### config.mk
export PLATFORM = sky130hd
export DESIGN_NAME = led_blink_flash_controller
export DESIGN_NICKNAME = d
export VERILOG_FILES = /design/src/rtl/core/led_bf_pkg.sv /design/src/rtl/core/led_blink_flash_controller.sv /design/src/rtl/core/led_bf_front.sv /design/src/rtl/core/led_bf_back.sv
export SDC_FILE = /design/constraint.sdc
export NUM_CORES = 1
export LEC_CHECK = 0
export ABC_AREA = 1
export BUFFER_PORTS_ARGS = -buffer_cell sky130_fd_sc_hd__buf_2
export CORE_MARGIN = 2
export CORE_UTILIZATION = 35
export CTS_CLUSTER_SIZE = 24
export DETAILED_ROUTE_END_ITERATION = 12
export GPL_ROUTABILITY_DRIVEN = 0
export PLACE_DENSITY = 0.54
export SETUP_SLACK_MARGIN = 0.15
export SLEW_MARGIN = 40
export SYNTH_ARGS = -nofsm -noshare
export SYNTH_HDL_FRONTEND = slang
export SYNTH_SLANG_ARGS = --single-unit
### constraint.sdc
create_clock -name clk -period 10.31 [get_ports clk]
set_clock_uncertainty 0.05 [all_clocks]
set_input_delay 2.062 -clock clk [delete_from_list [all_inputs] [get_ports clk]]
set_output_delay 2.062 -clock clk [all_outputs]
set_load 0.02 [all_outputs]
### src/rtl/core/led_bf_pkg.sv
// shared types and constants for the led blink and flash controller
`timescale 1ns / 1ps
`default_nettype none

package led_bf_pkg;

    localparam int NUM_LEDS   = 4;
    localparam int COUNT_BITS = 16;
    localparam int LEVEL_BITS = 4;
    localparam int CFG_BITS   = 16;
    localparam int CFG_IDX_W  = 3;
    localparam int LED_IDX_W  = (NUM_LEDS > 1) ? $clog2(NUM_LEDS) : 1;
    localparam int QDEPTH     = 2;
    localparam int QPTR_W     = $clog2(QDEPTH);
    localparam int QCNT_W     = $clog2(QDEPTH + 1);

    typedef logic [COUNT_BITS-1:0] cnt_t;
    typedef logic [CFG_BITS-1:0]   cfg_word_t;
    typedef logic [LED_IDX_W-1:0]  led_idx_t;

    localparam logic [2:0] MODE_OFF     = 3'd0;
    localparam logic [2:0] MODE_ON      = 3'd1;
    localparam logic [2:0] MODE_BLINK   = 3'd2;
    localparam logic [2:0] MODE_FLASH   = 3'd3;
    localparam logic [2:0] MODE_LIMITED = 3'd4;

    localparam logic [1:0] REQ_TICK    = 2'd0;
    localparam logic [1:0] REQ_SET     = 2'd1;
    localparam logic [1:0] REQ_TOGGLE  = 2'd2;
    localparam logic [1:0] REQ_LIMITED = 2'd3;

    localparam logic [CFG_IDX_W-1:0] CFG_BLINK_PERIOD = 3'd0;
    localparam logic [CFG_IDX_W-1:0] CFG_BLINK_ON     = 3'd1;
    localparam logic [CFG_IDX_W-1:0] CFG_FLASH_PERIOD = 3'd2;
    localparam logic [CFG_IDX_W-1:0] CFG_FLASH_ON     = 3'd3;
    localparam logic [CFG_IDX_W-1:0] CFG_LIMITED_ON   = 3'd4;

    localparam cfg_word_t RST_BLINK_PERIOD = 16'd1000;
    localparam cfg_word_t RST_BLINK_ON     = 16'd500;
    localparam cfg_word_t RST_FLASH_PERIOD = 16'd1000;
    localparam cfg_word_t RST_FLASH_ON     = 16'd10;
    localparam cfg_word_t RST_LIMITED_ON   = 16'd10;

    typedef enum logic [2:0] {
        CMD_TICK,
        CMD_SET,
        CMD_TOGGLE,
        CMD_LIMITED,
        CMD_NOP
    } cmd_kind_t;

    typedef struct packed {
        cmd_kind_t  kind;
        led_idx_t   idx;
        logic       idx_ok;
        logic [1:0] new_mode;
        cfg_word_t  flash_count;
        cfg_word_t  run_period;
    } cmd_t;

    typedef struct packed {
        cfg_word_t blink_period;
        cfg_word_t blink_on;
        cfg_word_t flash_period;
        cfg_word_t flash_on;
        cfg_word_t limited_on;
    } cfg_t;

    typedef struct packed {
        logic [2:0] mode;
        logic       level;
        cnt_t       cnt;
        cnt_t       cyc;
        cnt_t       lit;
        cnt_t       left;
    } led_entry_t;

    typedef enum logic [1:0] {
        S_IDLE,
        S_RUN,
        S_DONE
    } back_state_t;

endpackage

`default_nettype wire

### src/rtl/core/led_blink_flash_controller.sv
// top level of the led blink and flash controller
//
// requests enter on in_valid/in_stall with req_type, led_index, new_mode,
// flash_count and run_period_ms; a request is taken when in_valid is high
// and in_stall is low. every request returns one result on
// out_valid/out_stall: led_levels (bit i lit) and addressed_mode.
// a two-entry queue sits between intake and execution, so requests keep
// arriving while a result waits for the receiver.
// set, toggle and limited run pass through the run and done states to the
// result register; a tick walks the led table one entry per cycle in run.
// execution takes one command at a time: the next leaves the queue only
// when the result of the last is loaded in the done state.
// while out_stall is high the result register holds, execution waits and
// the queue fills; in_stall rises when the queue is full.
// the cfg_we/cfg_index/cfg_data port writes the five timing registers;
// write them only while the block is idle.
// reset clears every led to off with zeroed counters and loads the timing
// registers with their defaults.
`timescale 1ns / 1ps
`default_nettype none

module led_blink_flash_controller (
    input  wire logic        clk,
    input  wire logic        rst_n,
    input  wire logic        cfg_we,
    input  wire logic [2:0]  cfg_index,
    input  wire logic [15:0] cfg_data,
    input  wire logic        in_valid,
    output logic             in_stall,
    input  wire logic [1:0]  req_type,
    input  wire logic [1:0]  led_index,
    input  wire logic [1:0]  new_mode,
    input  wire logic [15:0] flash_count,
    input  wire logic [15:0] run_period_ms,
    output logic             out_valid,
    input  wire logic        out_stall,
    output logic [3:0]       led_levels,
    output logic [2:0]       addressed_mode
);

    led_bf_pkg::cfg_t cfg_reg;
    led_bf_pkg::cmd_t cmd;
    logic             cmd_valid;
    logic             cmd_pop;

    always_ff @(posedge clk or negedge rst_n)
    begin
        if (!rst_n)
        begin
            cfg_reg.blink_period <= led_bf_pkg::RST_BLINK_PERIOD;
            cfg_reg.blink_on     <= led_bf_pkg::RST_BLINK_ON;
            cfg_reg.flash_period <= led_bf_pkg::RST_FLASH_PERIOD;
            cfg_reg.flash_on     <= led_bf_pkg::RST_FLASH_ON;
            cfg_reg.limited_on   <= led_bf_pkg::RST_LIMITED_ON;
        end
        else if (cfg_we)
        begin
            case (cfg_index)
                led_bf_pkg::CFG_BLINK_PERIOD: cfg_reg.blink_period <= cfg_data;
                led_bf_pkg::CFG_BLINK_ON:     cfg_reg.blink_on     <= cfg_data;
                led_bf_pkg::CFG_FLASH_PERIOD: cfg_reg.flash_period <= cfg_data;
                led_bf_pkg::CFG_FLASH_ON:     cfg_reg.flash_on     <= cfg_data;
                led_bf_pkg::CFG_LIMITED_ON:   cfg_reg.limited_on   <= cfg_data;
                default:                      cfg_reg <= cfg_reg;
            endcase
        end
    end

    led_bf_front u_front (
        .clk           (clk),
        .rst_n         (rst_n),
        .in_valid      (in_valid),
        .in_stall      (in_stall),
        .req_type      (req_type),
        .led_index     (led_index),
        .new_mode      (new_mode),
        .flash_count   (flash_count),
        .run_period_ms (run_period_ms),
        .cmd_valid     (cmd_valid),
        .cmd           (cmd),
        .cmd_pop       (cmd_pop)
    );

    led_bf_back u_back (
        .clk            (clk),
        .rst_n          (rst_n),
        .cfg            (cfg_reg),
        .cmd_valid      (cmd_valid),
        .cmd            (cmd),
        .cmd_pop        (cmd_pop),
        .out_valid      (out_valid),
        .out_stall      (out_stall),
        .led_levels     (led_levels),
        .addressed_mode (addressed_mode)
    );

endmodule

`default_nettype wire

### src/rtl/core/led_bf_front.sv
// request intake: classification and a short command queue
`timescale 1ns / 1ps
`default_nettype none

module led_bf_front (
    input  wire logic                        clk,
    input  wire logic                        rst_n,
    input  wire logic                        in_valid,
    output logic                             in_stall,
    input  wire logic [1:0]                  req_type,
    input  wire logic [1:0]                  led_index,
    input  wire logic [1:0]                  new_mode,
    input  wire logic [15:0]                 flash_count,
    input  wire logic [15:0]                 run_period_ms,
    output logic                             cmd_valid,
    output led_bf_pkg::cmd_t                 cmd,
    input  wire logic                        cmd_pop
);

    led_bf_pkg::cmd_t                     queue_reg [led_bf_pkg::QDEPTH];
    logic [led_bf_pkg::QPTR_W-1:0]        wr_ptr_reg;
    logic [led_bf_pkg::QPTR_W-1:0]        wr_ptr_next;
    logic [led_bf_pkg::QPTR_W-1:0]        rd_ptr_reg;
    logic [led_bf_pkg::QPTR_W-1:0]        rd_ptr_next;
    logic [led_bf_pkg::QCNT_W-1:0]        count_reg;
    logic [led_bf_pkg::QCNT_W-1:0]        count_next;
    led_bf_pkg::cmd_t                     cmd_in;
    logic                                 push;

    // classify the request
    always_comb
    begin
        cmd_in.idx         = led_bf_pkg::led_idx_t'(led_index);
        cmd_in.idx_ok      = 32'(led_index) < 32'(led_bf_pkg::NUM_LEDS);
        cmd_in.new_mode    = new_mode;
        cmd_in.flash_count = flash_count;
        cmd_in.run_period  = run_period_ms;
        case (req_type)
            led_bf_pkg::REQ_TICK:    cmd_in.kind = led_bf_pkg::CMD_TICK;
            led_bf_pkg::REQ_SET:     cmd_in.kind = led_bf_pkg::CMD_SET;
            led_bf_pkg::REQ_TOGGLE:  cmd_in.kind = led_bf_pkg::CMD_TOGGLE;
            led_bf_pkg::REQ_LIMITED: cmd_in.kind = led_bf_pkg::CMD_LIMITED;
            default:                 cmd_in.kind = led_bf_pkg::CMD_NOP;
        endcase
        if (!cmd_in.idx_ok && (req_type != led_bf_pkg::REQ_TICK))
        begin
            cmd_in.kind = led_bf_pkg::CMD_NOP;
        end
    end

    assign in_stall  = (count_reg == led_bf_pkg::QCNT_W'(led_bf_pkg::QDEPTH));
    assign push      = in_valid && !in_stall;
    assign cmd_valid = (count_reg != '0);
    assign cmd       = queue_reg[rd_ptr_reg];

    always_comb
    begin
        wr_ptr_next = push ? wr_ptr_reg + 1'b1 : wr_ptr_reg;
        rd_ptr_next = cmd_pop ? rd_ptr_reg + 1'b1 : rd_ptr_reg;
        count_next  = count_reg;
        if (push && !cmd_pop)
        begin
            count_next = count_reg + 1'b1;
        end
        else if (!push && cmd_pop)
        begin
            count_next = count_reg - 1'b1;
        end
    end

    always_ff @(posedge clk or negedge rst_n)
    begin
        if (!rst_n)
        begin
            wr_ptr_reg <= '0;
            rd_ptr_reg <= '0;
            count_reg  <= '0;
        end
        else
        begin
            wr_ptr_reg <= wr_ptr_next;
            rd_ptr_reg <= rd_ptr_next;
            count_reg  <= count_next;
        end
    end

    always_ff @(posedge clk)
    begin
        if (push)
        begin
            queue_reg[wr_ptr_reg] <= cmd_in;
        end
    end

`ifndef SYNTHESIS
    a_pop_nonempty: assert property (@(posedge clk) disable iff (!rst_n)
        cmd_pop |-> (count_reg != '0))
        else $error("command popped from empty queue");

    a_count_bound: assert property (@(posedge clk) disable iff (!rst_n)
        count_reg <= led_bf_pkg::QCNT_W'(led_bf_pkg::QDEPTH))
        else $error("queue count out of range");

    a_stall_nonempty: assert property (@(posedge clk) disable iff (!rst_n)
        in_stall |-> cmd_valid)
        else $error("input stalled with an empty queue");
`endif

endmodule

`default_nettype wire

### src/rtl/core/led_bf_back.sv
// command execution: led table, tick sweep and result register
`timescale 1ns / 1ps
`default_nettype none

module led_bf_back (
    input  wire logic                        clk,
    input  wire logic                        rst_n,
    input  wire led_bf_pkg::cfg_t            cfg,
    input  wire logic                        cmd_valid,
    input  wire led_bf_pkg::cmd_t            cmd,
    output logic                             cmd_pop,
    output logic                             out_valid,
    input  wire logic                        out_stall,
    output logic [3:0]                       led_levels,
    output logic [2:0]                       addressed_mode
);

    led_bf_pkg::back_state_t state_reg;
    led_bf_pkg::back_state_t state_next;
    led_bf_pkg::cmd_t        cur_reg;
    led_bf_pkg::led_idx_t    sweep_idx_reg;
    led_bf_pkg::led_idx_t    sweep_idx_next;
    led_bf_pkg::led_entry_t  entry_reg [led_bf_pkg::NUM_LEDS];
    led_bf_pkg::led_entry_t  rd_entry;
    led_bf_pkg::led_entry_t  wr_entry;
    led_bf_pkg::led_idx_t    addr;
    logic                    entry_we;
    logic                    load_out;
    logic                    out_free;
    logic                    sweep_last;
    logic [2:0]              set_mode_val;
    logic                    out_valid_reg;
    logic [3:0]              led_levels_reg;
    logic [2:0]              addressed_mode_reg;
    logic [3:0]              levels;

    assign out_free   = !out_valid_reg || !out_stall;
    assign sweep_last = (sweep_idx_reg ==
                         led_bf_pkg::led_idx_t'(led_bf_pkg::NUM_LEDS - 1));
    assign addr       = ((state_reg == led_bf_pkg::S_RUN) &&
                         (cur_reg.kind == led_bf_pkg::CMD_TICK)) ?
                        sweep_idx_reg : cur_reg.idx;
    assign rd_entry   = entry_reg[addr];

    // next state
    always_comb
    begin
        state_next = state_reg;
        case (state_reg)
            led_bf_pkg::S_IDLE:
            begin
                if (cmd_valid)
                begin
                    state_next = led_bf_pkg::S_RUN;
                end
            end
            led_bf_pkg::S_RUN:
            begin
                if ((cur_reg.kind != led_bf_pkg::CMD_TICK) || sweep_last)
                begin
                    state_next = led_bf_pkg::S_DONE;
                end
            end
            led_bf_pkg::S_DONE:
            begin
                if (out_free)
                begin
                    state_next = cmd_valid ? led_bf_pkg::S_RUN : led_bf_pkg::S_IDLE;
                end
            end
            default: state_next = led_bf_pkg::S_IDLE;
        endcase
    end

    // control outputs
    always_comb
    begin
        cmd_pop  = 1'b0;
        entry_we = 1'b0;
        load_out = 1'b0;
        case (state_reg)
            led_bf_pkg::S_IDLE:
            begin
                cmd_pop = cmd_valid;
            end
            led_bf_pkg::S_RUN:
            begin
                entry_we = (cur_reg.kind != led_bf_pkg::CMD_NOP);
            end
            led_bf_pkg::S_DONE:
            begin
                load_out = out_free;
                cmd_pop  = out_free && cmd_valid;
            end
            default:
            begin
                cmd_pop = 1'b0;
            end
        endcase
    end

    // entry update
    always_comb
    begin
        wr_entry     = rd_entry;
        set_mode_val = {1'b0, cur_reg.new_mode};
        if (cur_reg.kind == led_bf_pkg::CMD_TOGGLE)
        begin
            set_mode_val = (rd_entry.mode == led_bf_pkg::MODE_OFF) ?
                           led_bf_pkg::MODE_ON : led_bf_pkg::MODE_OFF;
        end
        case (cur_reg.kind)
            led_bf_pkg::CMD_TICK:
            begin
                if ((rd_entry.mode == led_bf_pkg::MODE_BLINK) ||
                    (rd_entry.mode == led_bf_pkg::MODE_FLASH) ||
                    (rd_entry.mode == led_bf_pkg::MODE_LIMITED))
                begin
                    if (rd_entry.cnt >= rd_entry.cyc)
                    begin
                        wr_entry.cnt = '0;
                        if (rd_entry.mode == led_bf_pkg::MODE_LIMITED)
                        begin
                            if (rd_entry.left != '0)
                            begin
                                wr_entry.left  = rd_entry.left - 1'b1;
                                wr_entry.level = 1'b1;
                            end
                        end
                        else
                        begin
                            wr_entry.level = 1'b1;
                        end
                    end
                    else
                    begin
                        if (rd_entry.cnt == rd_entry.lit)
                        begin
                            wr_entry.level = 1'b0;
                        end
                        wr_entry.cnt = rd_entry.cnt + 1'b1;
                    end
                end
            end
            led_bf_pkg::CMD_SET, led_bf_pkg::CMD_TOGGLE:
            begin
                wr_entry.mode = set_mode_val;
                wr_entry.cnt  = '0;
                wr_entry.cyc  = '0;
                wr_entry.left = '0;
                case (set_mode_val)
                    led_bf_pkg::MODE_ON:
                    begin
                        wr_entry.level = 1'b1;
                    end
                    led_bf_pkg::MODE_BLINK:
                    begin
                        wr_entry.cyc   = led_bf_pkg::cnt_t'(cfg.blink_period);
                        wr_entry.lit   = led_bf_pkg::cnt_t'(cfg.blink_on);
                        wr_entry.level = 1'b1;
                    end
                    led_bf_pkg::MODE_FLASH:
                    begin
                        wr_entry.cyc   = led_bf_pkg::cnt_t'(cfg.flash_period);
                        wr_entry.lit   = led_bf_pkg::cnt_t'(cfg.flash_on);
                        wr_entry.level = 1'b1;
                    end
                    default:
                    begin
                        wr_entry.level = 1'b0;
                    end
                endcase
            end
            led_bf_pkg::CMD_LIMITED:
            begin
                wr_entry.mode = led_bf_pkg::MODE_LIMITED;
                wr_entry.cnt  = '0;
                wr_entry.cyc  = led_bf_pkg::cnt_t'(cur_reg.run_period);
                wr_entry.lit  = led_bf_pkg::cnt_t'(cfg.limited_on);
                if (cur_reg.flash_count != '0)
                begin
                    wr_entry.level = 1'b1;
                    wr_entry.left  = led_bf_pkg::cnt_t'(cur_reg.flash_count - 1'b1);
                end
                else
                begin
                    wr_entry.left = '0;
                end
            end
            default:
            begin
                wr_entry = rd_entry;
            end
        endcase
    end

    always_comb
    begin
        sweep_idx_next = sweep_idx_reg;
        if ((state_reg == led_bf_pkg::S_RUN) && (cur_reg.kind == led_bf_pkg::CMD_TICK))
        begin
            sweep_idx_next = sweep_last ? '0 : sweep_idx_reg + 1'b1;
        end
    end

    // low leds onto the level bus
    for (genvar k = 0; k < led_bf_pkg::LEVEL_BITS; k++)
    begin : g_levels
        if (k < led_bf_pkg::NUM_LEDS)
        begin : g_led
            assign levels[k] = entry_reg[k].level;
        end
        else
        begin : g_none
            assign levels[k] = 1'b0;
        end
    end

    always_ff @(posedge clk or negedge rst_n)
    begin
        if (!rst_n)
        begin
            state_reg     <= led_bf_pkg::S_IDLE;
            sweep_idx_reg <= '0;
            out_valid_reg <= 1'b0;
            for (int i = 0; i < led_bf_pkg::NUM_LEDS; i++)
            begin
                entry_reg[i] <= '0;
            end
        end
        else
        begin
            state_reg     <= state_next;
            sweep_idx_reg <= sweep_idx_next;
            if (load_out)
            begin
                out_valid_reg <= 1'b1;
            end
            else if (!out_stall)
            begin
                out_valid_reg <= 1'b0;
            end
            if (entry_we)
            begin
                entry_reg[addr] <= wr_entry;
            end
        end
    end

    always_ff @(posedge clk)
    begin
        if (cmd_pop)
        begin
            cur_reg <= cmd;
        end
        if (load_out)
        begin
            led_levels_reg     <= levels;
            addressed_mode_reg <= cur_reg.idx_ok ? rd_entry.mode : led_bf_pkg::MODE_OFF;
        end
    end

    assign out_valid      = out_valid_reg;
    assign led_levels     = led_levels_reg;
    assign addressed_mode = addressed_mode_reg;

`ifndef SYNTHESIS
    a_pop_when_free: assert property (@(posedge clk) disable iff (!rst_n)
        cmd_pop |-> ((state_reg == led_bf_pkg::S_IDLE) || (state_reg == led_bf_pkg::S_DONE)))
        else $error("command taken while another is executing");

    a_result_from_done: assert property (@(posedge clk) disable iff (!rst_n)
        load_out |-> !entry_we && (state_reg == led_bf_pkg::S_DONE))
        else $error("result loaded outside completion");

    a_sweep_idle: assert property (@(posedge clk) disable iff (!rst_n)
        (state_reg != led_bf_pkg::S_RUN) |-> (sweep_idx_reg == '0))
        else $error("sweep index left nonzero");
`endif

endmodule

`default_nettype wire
# Word-level counts from Yosys, hierarchy flattened
# Memories as Yosys holds them, arrays and structs flattened. A register that Yosys moved wholly into a read port is not among the register bits.
# Index checks and enable logic that the tools add are counted.
[op_classes]
add_sub_neg = 8
magnitude_cmp = 3
n_eq_ne = 26
muxes = 42
n_bitwise = 1
reduce_logical = 33
[op_table]
columns = ["operator", "count"]
rows = [
  ["bitwise mux 272 bit", 1],
  ["2-to-1 mux 68 bit", 3],
  ["binary-select mux 68 bit (select 2 bit)", 1],
  ["demux 68 bit (select 2 bit)", 1],
  ["case mux 32 bit (2 select lines)", 2],
  ["2-to-1 mux 16 bit", 5],
  ["case mux 17 bit (3 select lines)", 1],
  ["case mux 16 bit (3 select lines)", 1],
  ["2-to-1 mux 17 bit", 2],
  ["nonzero test 16 bit", 2],
  ["subtractor 16 x 1 -> 16 bit, second input constant", 2],
  ["== test 3 x 2 -> 1 bit, second input constant", 8],
  ["adder 16 x 1 -> 16 bit, second input constant", 1],
  ["== test 16 bit", 1],
  ["greater-or-equal comparator 16 bit", 1],
  ["2-to-1 mux 2 bit", 7],
  ["2-to-1 mux 1 bit", 13],
  ["case mux 3 bit (4 select lines)", 1],
  ["== test 2 bit, second input constant", 5],
  ["AND reduction 2 bit", 5],
  ["== test 3 x 1 -> 1 bit, second input constant", 3],
  ["zero test 3 bit", 3],
  ["== test 3 bit, second input constant", 2],
  ["logical AND 1 bit", 6],
  ["other kinds (22)", 36],
]
[word_totals]
ff_bits = 369
ramBits = 78
out_inout_bits = 9
wordCells = 152
memories = 1
[memory_table]
columns = ["memory", "depth", "width", "read_ports", "rd_clocked_by_memory_dff", "write_ports", "line_no", "text"]
rows = [
  ["u_front.queue_reg", 2, 39, 1, 1, 1, "led_bf_front.sv:20", "led_bf_pkg::cmd_t queue_reg [led_bf_pkg::QDEPTH];"],
]

# Depth between registers and ports, before layout
# Gate-level depths: netlist of run 1.
[depth]
word_depth = 15
depth_mapped = 29

# Cells and area by module
# Synthesis of run 1 repeated with hierarchy kept, for this count alone.
[unflattened]
cells_unflattened = 2734
area_unflattened_um2 = 23687.7
[by_module_without_submodules]
columns = ["module", "n_inst", "cells_each", "area_per_inst_um2", "seq_area_each_um2"]
rows = [
  ["led_bf_back", 1, 2225, 17379.2, 8343.0],
  ["led_blink_flash_controller", 1, 356, 3271.9, 2029.4],
  ["led_bf_front", 1, 153, 3036.7, 2382.3],
]

# Worst setup path before layout of run 1
# No wires, ideal clock.
[synth_timing]
path_kind = "input port to flip-flop"
startpoint = "input out_stall"
endpoint = "register u_front.count_reg[1] (netlist bit)"
setup_time_ns = 0.131
arrival_ns = 5.923
setup_slack_ns = 4.206
stages = 8
n_path_buf = 0
cell_sequence = "nand2_1 > nor2_1 > nor3_1 > inv_1 > ha_1 > a21oi_1 > o21ai_0 > xor2_1"
[synth_via]
elab_chain_len = 7
[synth_rtl]
columns = ["item", "line_no", "text"]
rows = [
  ["start, declared", "led_blink_flash_controller.sv:36", "input wire logic out_stall,"],
  ["zero test 1 bit (*)", "led_bf_back.sv:37", "assign out_free = !out_valid_reg || !out_stall;"],
  ["logical OR 1 bit (*)", "led_bf_back.sv:37", ""],
  ["logical AND 1 bit (*)", "led_bf_back.sv:93", "cmd_pop = out_free && cmd_valid;"],
  ["case mux 1 bit (2 select lines) (*)", "led_bf_back.sv:81", "case (state_reg)"],
  ["named net cmd_pop", "led_blink_flash_controller.sv:44", "logic cmd_pop;"],
  ["zero test 1 bit", "led_bf_front.sv:61", "if (push && !cmd_pop)"],
  ["logical AND 1 bit", "led_bf_front.sv:61", ""],
  ["2-to-1 mux 2 bit or nonzero test 2 bit (tied branches)", "n/a", ""],
  ["end signal, assigned", "led_bf_front.sv:83", "count_reg <= count_next;"],
  ["end, declared", "led_bf_front.sv:25", "logic [led_bf_pkg::QCNT_W-1:0] count_reg;"],
]
# Mark *: on every way through the listed nets, which the timed path passes. The rest lies on a longest branch.
# A chain may end at the register's enable or synchronous reset.

# Worst setup path after layout of run 1
[layout_timing]
startpoint = "register u_back.cur_reg[38] (netlist name)"
endpoint = "register u_back.entry_reg[184] (netlist bit)"
[layout_via]
elab_chain_len = 13
[layout_rtl]
columns = ["item", "line_no", "text"]
rows = [
  ["parallel branches: the longest is 13 deep, another holds adder 16 x 1 -> 16 bit", "n/a", ""],
  ["end signal, assigned by index", "led_bf_back.sv:245", "entry_reg[addr] <= wr_entry;"],
  ["end, declared", "led_bf_back.sv:23", "led_bf_pkg::led_entry_t entry_reg [led_bf_pkg::NUM_LEDS];"],
]
# Several ways; the timed one is not identified. The select of a mux whose other input is x is not followed.

==> results.toml, run 1 <==
[outcome]
status = "complete, no violations"

[logic_synthesis]
async_reset_ff_share_pct = 74.90
synth_xor_xnor_area_share_pct = 0.5916
synth_edf_count = 121
synth_compound_area_share_pct = 10.08
synth_fa_ha_area_share_pct = 1.373
synth_mux_area_share_pct = 0
yosys_warnings = 0
ys_seq_area_share_pct = 53.59
synth_top_family_by_area = "simple AND/OR/NAND/NOR gates"
ys_ff_latch = 482
synth-main-ff-cell = "dfrtp_1"
synth.distinct_cells = 52
syn_inst = 2912
synth_fp_nets = 3000
synth.avg_cell_area_um2 = 8.135
synth_area_mm2 = 0.02369
synthSimpleGateAreaFrac_pct = 28.16

[flow_run]
cap_viol_max_count = 0

[critical_path]
r2r_start = "u_back.cur_reg[38]$_DFFE_PP_"
r2r_cells = 25
setup.worst_path.class = "reg -> reg"
critPathMaxFanout = 42
critPathRequiredTime_ps = 10800
arrival_ps = 6970
reg2reg_slack_ps = 3830
reg2reg_to = "u_back.entry_reg[184]$_DFFE_PN0P_"
end_kind = "flip-flop"
startpoint_type = "flip-flop"

[clock_network]
tritoncts = "done"
clock_latency_ps = 610
postCtsSetupBuffers = 0
cts_hold_buf = 0
htree_levels = 2
cts_root_buffer = "clkbuf_16"
cts_buffers = 51
cts_num_sinks = 482
cts.clk_slew.worst_paths_ps = 60
cts-resized-gates = 0
cts_max_path_buffers = 3

[route]
initialDrtViolationCount = 1897
wl_per_cell_um = 18.58
wl_mm = 71.53
vias = 19925
viasPerCell = 5.177
drtPass1Iterations = 5
drcViolationCount = 0
antenna_left = 0

[grt]
antenna_found_initial = 1
grt_overflow_total = 0
grt_max_degree = 102
grt_pass1_vias = 19591
grt_pass1_wl_mm = 113.0
grt_use_total_pct = 20.54

[finish]
nets = 3022
area_growth_pct = 12.76
num_antenna_cells = 0
largest_reg_flops = 272
drive_above_1_share_pct = 10.35

[sta]
finalSetupTns_ps = 0
relSlewSlack_pct = 37.81
max_slew.worst_pin.slew_ps = 932.8
finalSetupViolations = 0
hold_viol_final = 0
drv_slew = 0
fin_crit_sh_pct = 62.82
setup_ws_ps = 3833
rsz0062_at_grt = "no"
period_needed_ps = 6477
max_freq_mhz = 154.4

[min_path]
min_from = "u_back.entry_reg[130]$_DFFE_PN0P_"
min_to = "u_back.entry_reg[130]$_DFFE_PN0P_"
hold_class = "reg -> reg"
min_delay_path_depth = 2

[placed_design]
dp_hpwl_mm = 46.38
io_buffers = 70
dp_slack_ps = 4003

[die]
die_h_um = 264.2
core_mm2 = 0.06704
start_util_pct = 35.33
die-area_mm2 = 0.06978
pin_count = 71
floorplan.die.width_um = 264.2
rows = 95

[power_and_ir_drop]
peakVddDrop_mv = 0.1630
power_per_cell_area_mw_per_mm2 = 379.1
leakage_uw = 0.01292
==> worst max path at each step <==
stage	to	depth (start not counted)	start
finish	u_back.entry_reg[184]$_DFFE_PN0P_	25	u_back.cur_reg[38]$_DFFE_PP_
global route	u_back.entry_reg[184]$_DFFE_PN0P_	25	u_back.cur_reg[37]$_DFFE_PP_
CTS	u_back.entry_reg[187]$_DFFE_PN0P_	23	u_back.cur_reg[38]$_DFFE_PP_
detailed placement	u_back.entry_reg[258]$_DFFE_PN0P_	23	u_back.cur_reg[38]$_DFFE_PP_
global placement	u_back.entry_reg[252]$_DFFE_PN0P_	23	u_back.cur_reg[37]$_DFFE_PP_
floorplan	u_front.count_reg[1]$_DFFE_PN0P_	8	out_stall
==> cell families (layout without fill, tap and decap cells) <==
family	after synthesis	in the layout
simple gates	1636	1636
flops	482	482
compound gates	396	396
buf+inv	356	420
fa+ha+maj	26	26
xor+xnor	16	16
==> Yosys cell counts, drive strengths merged (17+ instances only) <==
library cell	n	area (um2)
inv	214	803.3
ha	26	325.3
a21oi	33	180.2
edfxtp	121	3633
a22oi	20	150.1
nand2	1299	4960
o22ai	29	187.7
o221ai	34	310.3
o21ai	240	1209
nand3	140	755.7
dfrtp	339	8483
buf	59	354.1
dfstp	22	578.1
clkbuf	79	296.5
nor2	166	720.7
a22o	17	148.9
==> per-layer routing <==
| metal | GRT usage [%] | routed length, um | up-vias |
|---|---|---|---|
| met3 | 2.675 | 3997 | 138 |
| met2 | 33.23 | 32920 | 667 |
| li1 | - | - | 9437 |
| met1 | 28.03 | 32000 | 9683 |
| met4 | 8.016 | 2612 | 0 |
| met5 | 0 | 0 | - |
==> worst max-delay path, stage by stage, from the launching register on <==
cell and delay (ps):
edfxtp_1 410, inv_1 100, ha_1 140, buf_4 390, nand4_4 370, nand2_4 340
buf_4 490, nor2_4 250, buf_4 330, a221oi_1 790, ha_1 380, a21oi_1 140
o21ai_0 90, nand2_1 60, nand2_1 50, nand2_1 50, nand2_1 50, nor2_1 580
inv_1 190, nand2_2 170, nand2_1 130, inv_2 230, o21ai_1 100, a21oi_1 280
nand2_1 80, nand2_1 90
==> cells in the final DEF, fill, tap and decap left out, types with 20 or more instances in the layout <==
cell type | synthesis | final
a21oi_1 | 31 | 30
a22oi_1 | 20 | 20
buf_2 | 34 | 69
buf_4 | 4 | 25
clkbuf_16 | 0 | 52
dfrtp_1 | 339 | 339
dfstp_2 | 22 | 22
edfxtp_1 | 121 | 121
ha_1 | 26 | 26
inv_1 | 197 | 196
nand2_1 | 1279 | 1277
nand3_1 | 132 | 129
nor2_1 | 145 | 139
o21ai_0 | 213 | 213
o21ai_1 | 25 | 25
o221ai_1 | 32 | 32
o22ai_1 | 28 | 28
==> metrics by stage <==
step | cell area [um2] | hold slack (ps) | std cells | util (%) | total power, uW
final | 26710 | 430.9 | 3849 | 39.84 | 10130
after CTS | 26700 | 432.4 | 3848 | 39.83 | 10140
after floorplan | 23690 | 391.3 | 2912 | - | 6491
after detailed placement | 24990 | 414.5 | 3753 | 37.27 | 8213
after global placement | 24760 | 408.3 | 3744 | 36.93 | 8112
after global routing | 26710 | 445.4 | 3849 | 39.84 | 10880
==> cell type report <==
cell class              instances  area [um2]
fillers                      6792       40330
flip-flops and latches        482       12690
multi-input cells            2074        9603
clock buffers                  67        1428
well taps                     873        1092
inverters                     218       823.3
repair buffers                107       778.2
clock inverters                28       290.3
==> power by group <==
| group | internal [uW] | switching [uW] | leakage, uW |
|---|---|---|---|
| Clock | 1080 | 806 | 0.000837 |
| Combinational | 1430 | 3830 | 0.00625 |
| Sequential | 2660 | 321 | 0.00583 |
Power figures use the tool's default switching activity.
==> run 2, diff against run 1 <==
--- a/config.mk
+++ b/config.mk
@@ -12,7 +12,7 @@
 export CTS_CLUSTER_SIZE = 24
 export DETAILED_ROUTE_END_ITERATION = 12
 export GPL_ROUTABILITY_DRIVEN = 0
-export PLACE_DENSITY = 0.54
+export PLACE_DENSITY = 0.56
 export SETUP_SLACK_MARGIN = 0.15
 export SLEW_MARGIN = 40
 export SYNTH_ARGS = -nofsm -noshare
==> constraint.sdc (replaced) <==
create_clock -name clk -period 5.9 [get_ports clk]
set_clock_uncertainty 0.05 [all_clocks]
set_input_delay 1.18 -clock clk [delete_from_list [all_inputs] [get_ports clk]]
set_output_delay 1.18 -clock clk [all_outputs]
set_load 0.02 [all_outputs]
==> results.toml, run 2 (synthesized netlist as in run 1, its figures left out) <==
[outcome]
status = "complete, no violations"

[grt]
grt_use_total_pct = 20.12
grt_pass1_wl_mm = 110.4
grt_overflow_total = 0
antenna_found_initial = 0
grt_pass1_vias = 18790
grt_max_degree = 147

[clock_network]
clock_latency_ps = 640
htree_levels = 2
cts.clk_slew.worst_paths_ps = 70
cts_buffers = 52
cts_num_sinks = 482
postCtsSetupBuffers = 0
cts-resized-gates = 0
tritoncts = "done"
cts_root_buffer = "clkbuf_16"
cts_max_path_buffers = 3
cts_hold_buf = 0

[finish]
nFillCells = 6869
area_growth_pct = 12.87
drive_above_1_share_pct = 10.28
fin_util_pct = 39.88
largest_reg_flops = 272
num_antenna_cells = 0
final_common_cell = "nand2_1"
mostFrequentLayoutCells = "nand2_1, dfrtp_1, o21ai_0, inv_1, nor2_1"
nets = 3031
design_area_mm2 = 0.02674

[power_and_ir_drop]
power_frac_comb_pct = 52.0
p_int_uw = 9128
swShare_pct = 48.57
power_per_cell_area_mw_per_mm2 = 663.8
clkPwrFrac_pct = 18.8
leakage_uw = 0.01295
p_seq_share_pct = 29.3
total_power_uw = 17750
peakVddDrop_mv = 0.2995
netSwitchingPower_uw = 8619

[placed_design]
dp_slack_ps = 763.6
place_area_mm2 = 0.02496
dp_hpwl_mm = 46.00
io_buffers = 70

[sta]
max_slew.worst_pin.slew_ps = 913.1
fin_crit_sh_pct = 88.75
hold_viol_final = 0
drv_slew = 0
max_freq_mhz = 191.0
rsz0062_at_grt = "no"
setup_ws_ps = 663.9
period_needed_ps = 5236
finalSetupViolations = 0
relSlewSlack_pct = 39.13
finalSetupTns_ps = 0

[critical_path]
arrival_ps = 5740
critPathTopFamily = "simple AND/OR/NAND/NOR gates"
r2r_start = "u_back.cur_reg[38]$_DFFE_PP_"
r2r_cells = 25
end_kind = "flip-flop"
startpoint_type = "flip-flop"
cpPeakStageDelay_ps = 580
crit_top_cell = "nand2_1"
setup.worst_path.class = "reg -> reg"
critPathRequiredTime_ps = 6410
reg2reg_to = "u_back.entry_reg[252]$_DFFE_PN0P_"
slowest_stage = "nand2_1"
critPathMaxFanout = 14
reg2reg_slack_ps = 660
crit_buf_inv = 4

[die]
die-area_mm2 = 0.06978
start_util_pct = 35.33
pin_count = 71
core_mm2 = 0.06704
floorplan.die.width_um = 264.2
rows = 95
die_h_um = 264.2

[route]
wl_per_cell_um = 18.16
drtPass1Iterations = 6
vias = 19471
initialDrtViolationCount = 1794
drcViolationCount = 0
antenna_left = 0
viasPerCell = 5.044
wl_mm = 70.12

[min_path]
hold_class = "in -> async"

[flow_run]
cap_viol_max_count = 0
[run 2: changes by cell type in the layout (fill, tap and decap cells not counted), sizes merged]
cell	change
buf	+10
clkbuf	+11
clkdlybuf4s15	-1
clkinv	-4
clkinvlp	-5
[run 2: routing by layer]
metal	GRT usage (%)	part of all wire, %	vias up
met5	0	0	-
met4	5.544	2.4	0
met3	2.852	5.3	101
met2	32.77	46	551
met1	28.03	46	9366
li1	-	-	9453
[run 2: worst reg2reg max path, cell delays in order, from the launching register on]
cell and delay, ps:
edfxtp_1 420, inv_1 110, ha_2 300, nand3_4 160, nand2_1 120, nand2_1 160, nand2_1 580, buf_4 290
o22ai_1 80, a221oi_1 390, ha_1 330, a21oi_1 150, o21ai_0 150, nand2_1 90, nand2_1 50, nand2_1 50
nand2_1 40, nor2_1 390, inv_1 160, nand2_2 120, nand2_1 130, inv_2 210, o21ai_1 90, a21oi_1 340
nand2_1 100, nand2_1 80
[run 2: stage by stage]
stage | hold slack [ps] | cells
2_1_floorplan | 391.3 | 2912
6_report | 425.9 | 3860
5_1_grt | 438.1 | 3860
4_1_cts | 427.3 | 3859
3_3_place_gp | 408.7 | 3759
3_5_place_dp | 412.5 | 3761
[run 2: how the worst max path moves through the flow]
stage	cells past startpoint	endpoint	start	slack, ps
5_1_grt	25	u_back.entry_reg[48]$_DFFE_PN0P_	u_back.cur_reg[37]$_DFFE_PP_	340
6_report	25	u_back.entry_reg[252]$_DFFE_PN0P_	u_back.cur_reg[38]$_DFFE_PP_	660
2_1_floorplan	8	u_front.count_reg[1]$_DFFE_PN0P_	out_stall	680
4_1_cts	25	u_back.entry_reg[48]$_DFFE_PN0P_	u_back.cur_reg[38]$_DFFE_PP_	710
3_3_place_gp	25	u_back.entry_reg[252]$_DFFE_PN0P_	u_back.cur_reg[37]$_DFFE_PP_	770
3_5_place_dp	25	u_back.entry_reg[252]$_DFFE_PN0P_	u_back.cur_reg[38]$_DFFE_PP_	760
[run 2: layout make-up]
type                       count  area [um2]  share of cell area [%]
clock buffer                  79        1498                   5.602
clock inverter                19       249.0                  0.9313
inverter                     218       825.8                   3.089
multi-input combinational   2074        9590                   35.87
sequential                   482       12690                   47.48
tap                          873        1092                   4.085
timing repair buffer         115       787.0                   2.944
[run 2: power by group through the flow]
stage / combinational, uW / clock, uW / sequential [uW]
2_1_floorplan: 6260 / 0 / 5080
3_3_place_gp: 9090 / 0 / 5240
3_5_place_dp: 9150 / 0 / 5230
4_1_cts: 9180 / 3400 / 5190
5_1_grt: 10300 / 3520 / 5310
6_report: 9220 / 3330 / 5190
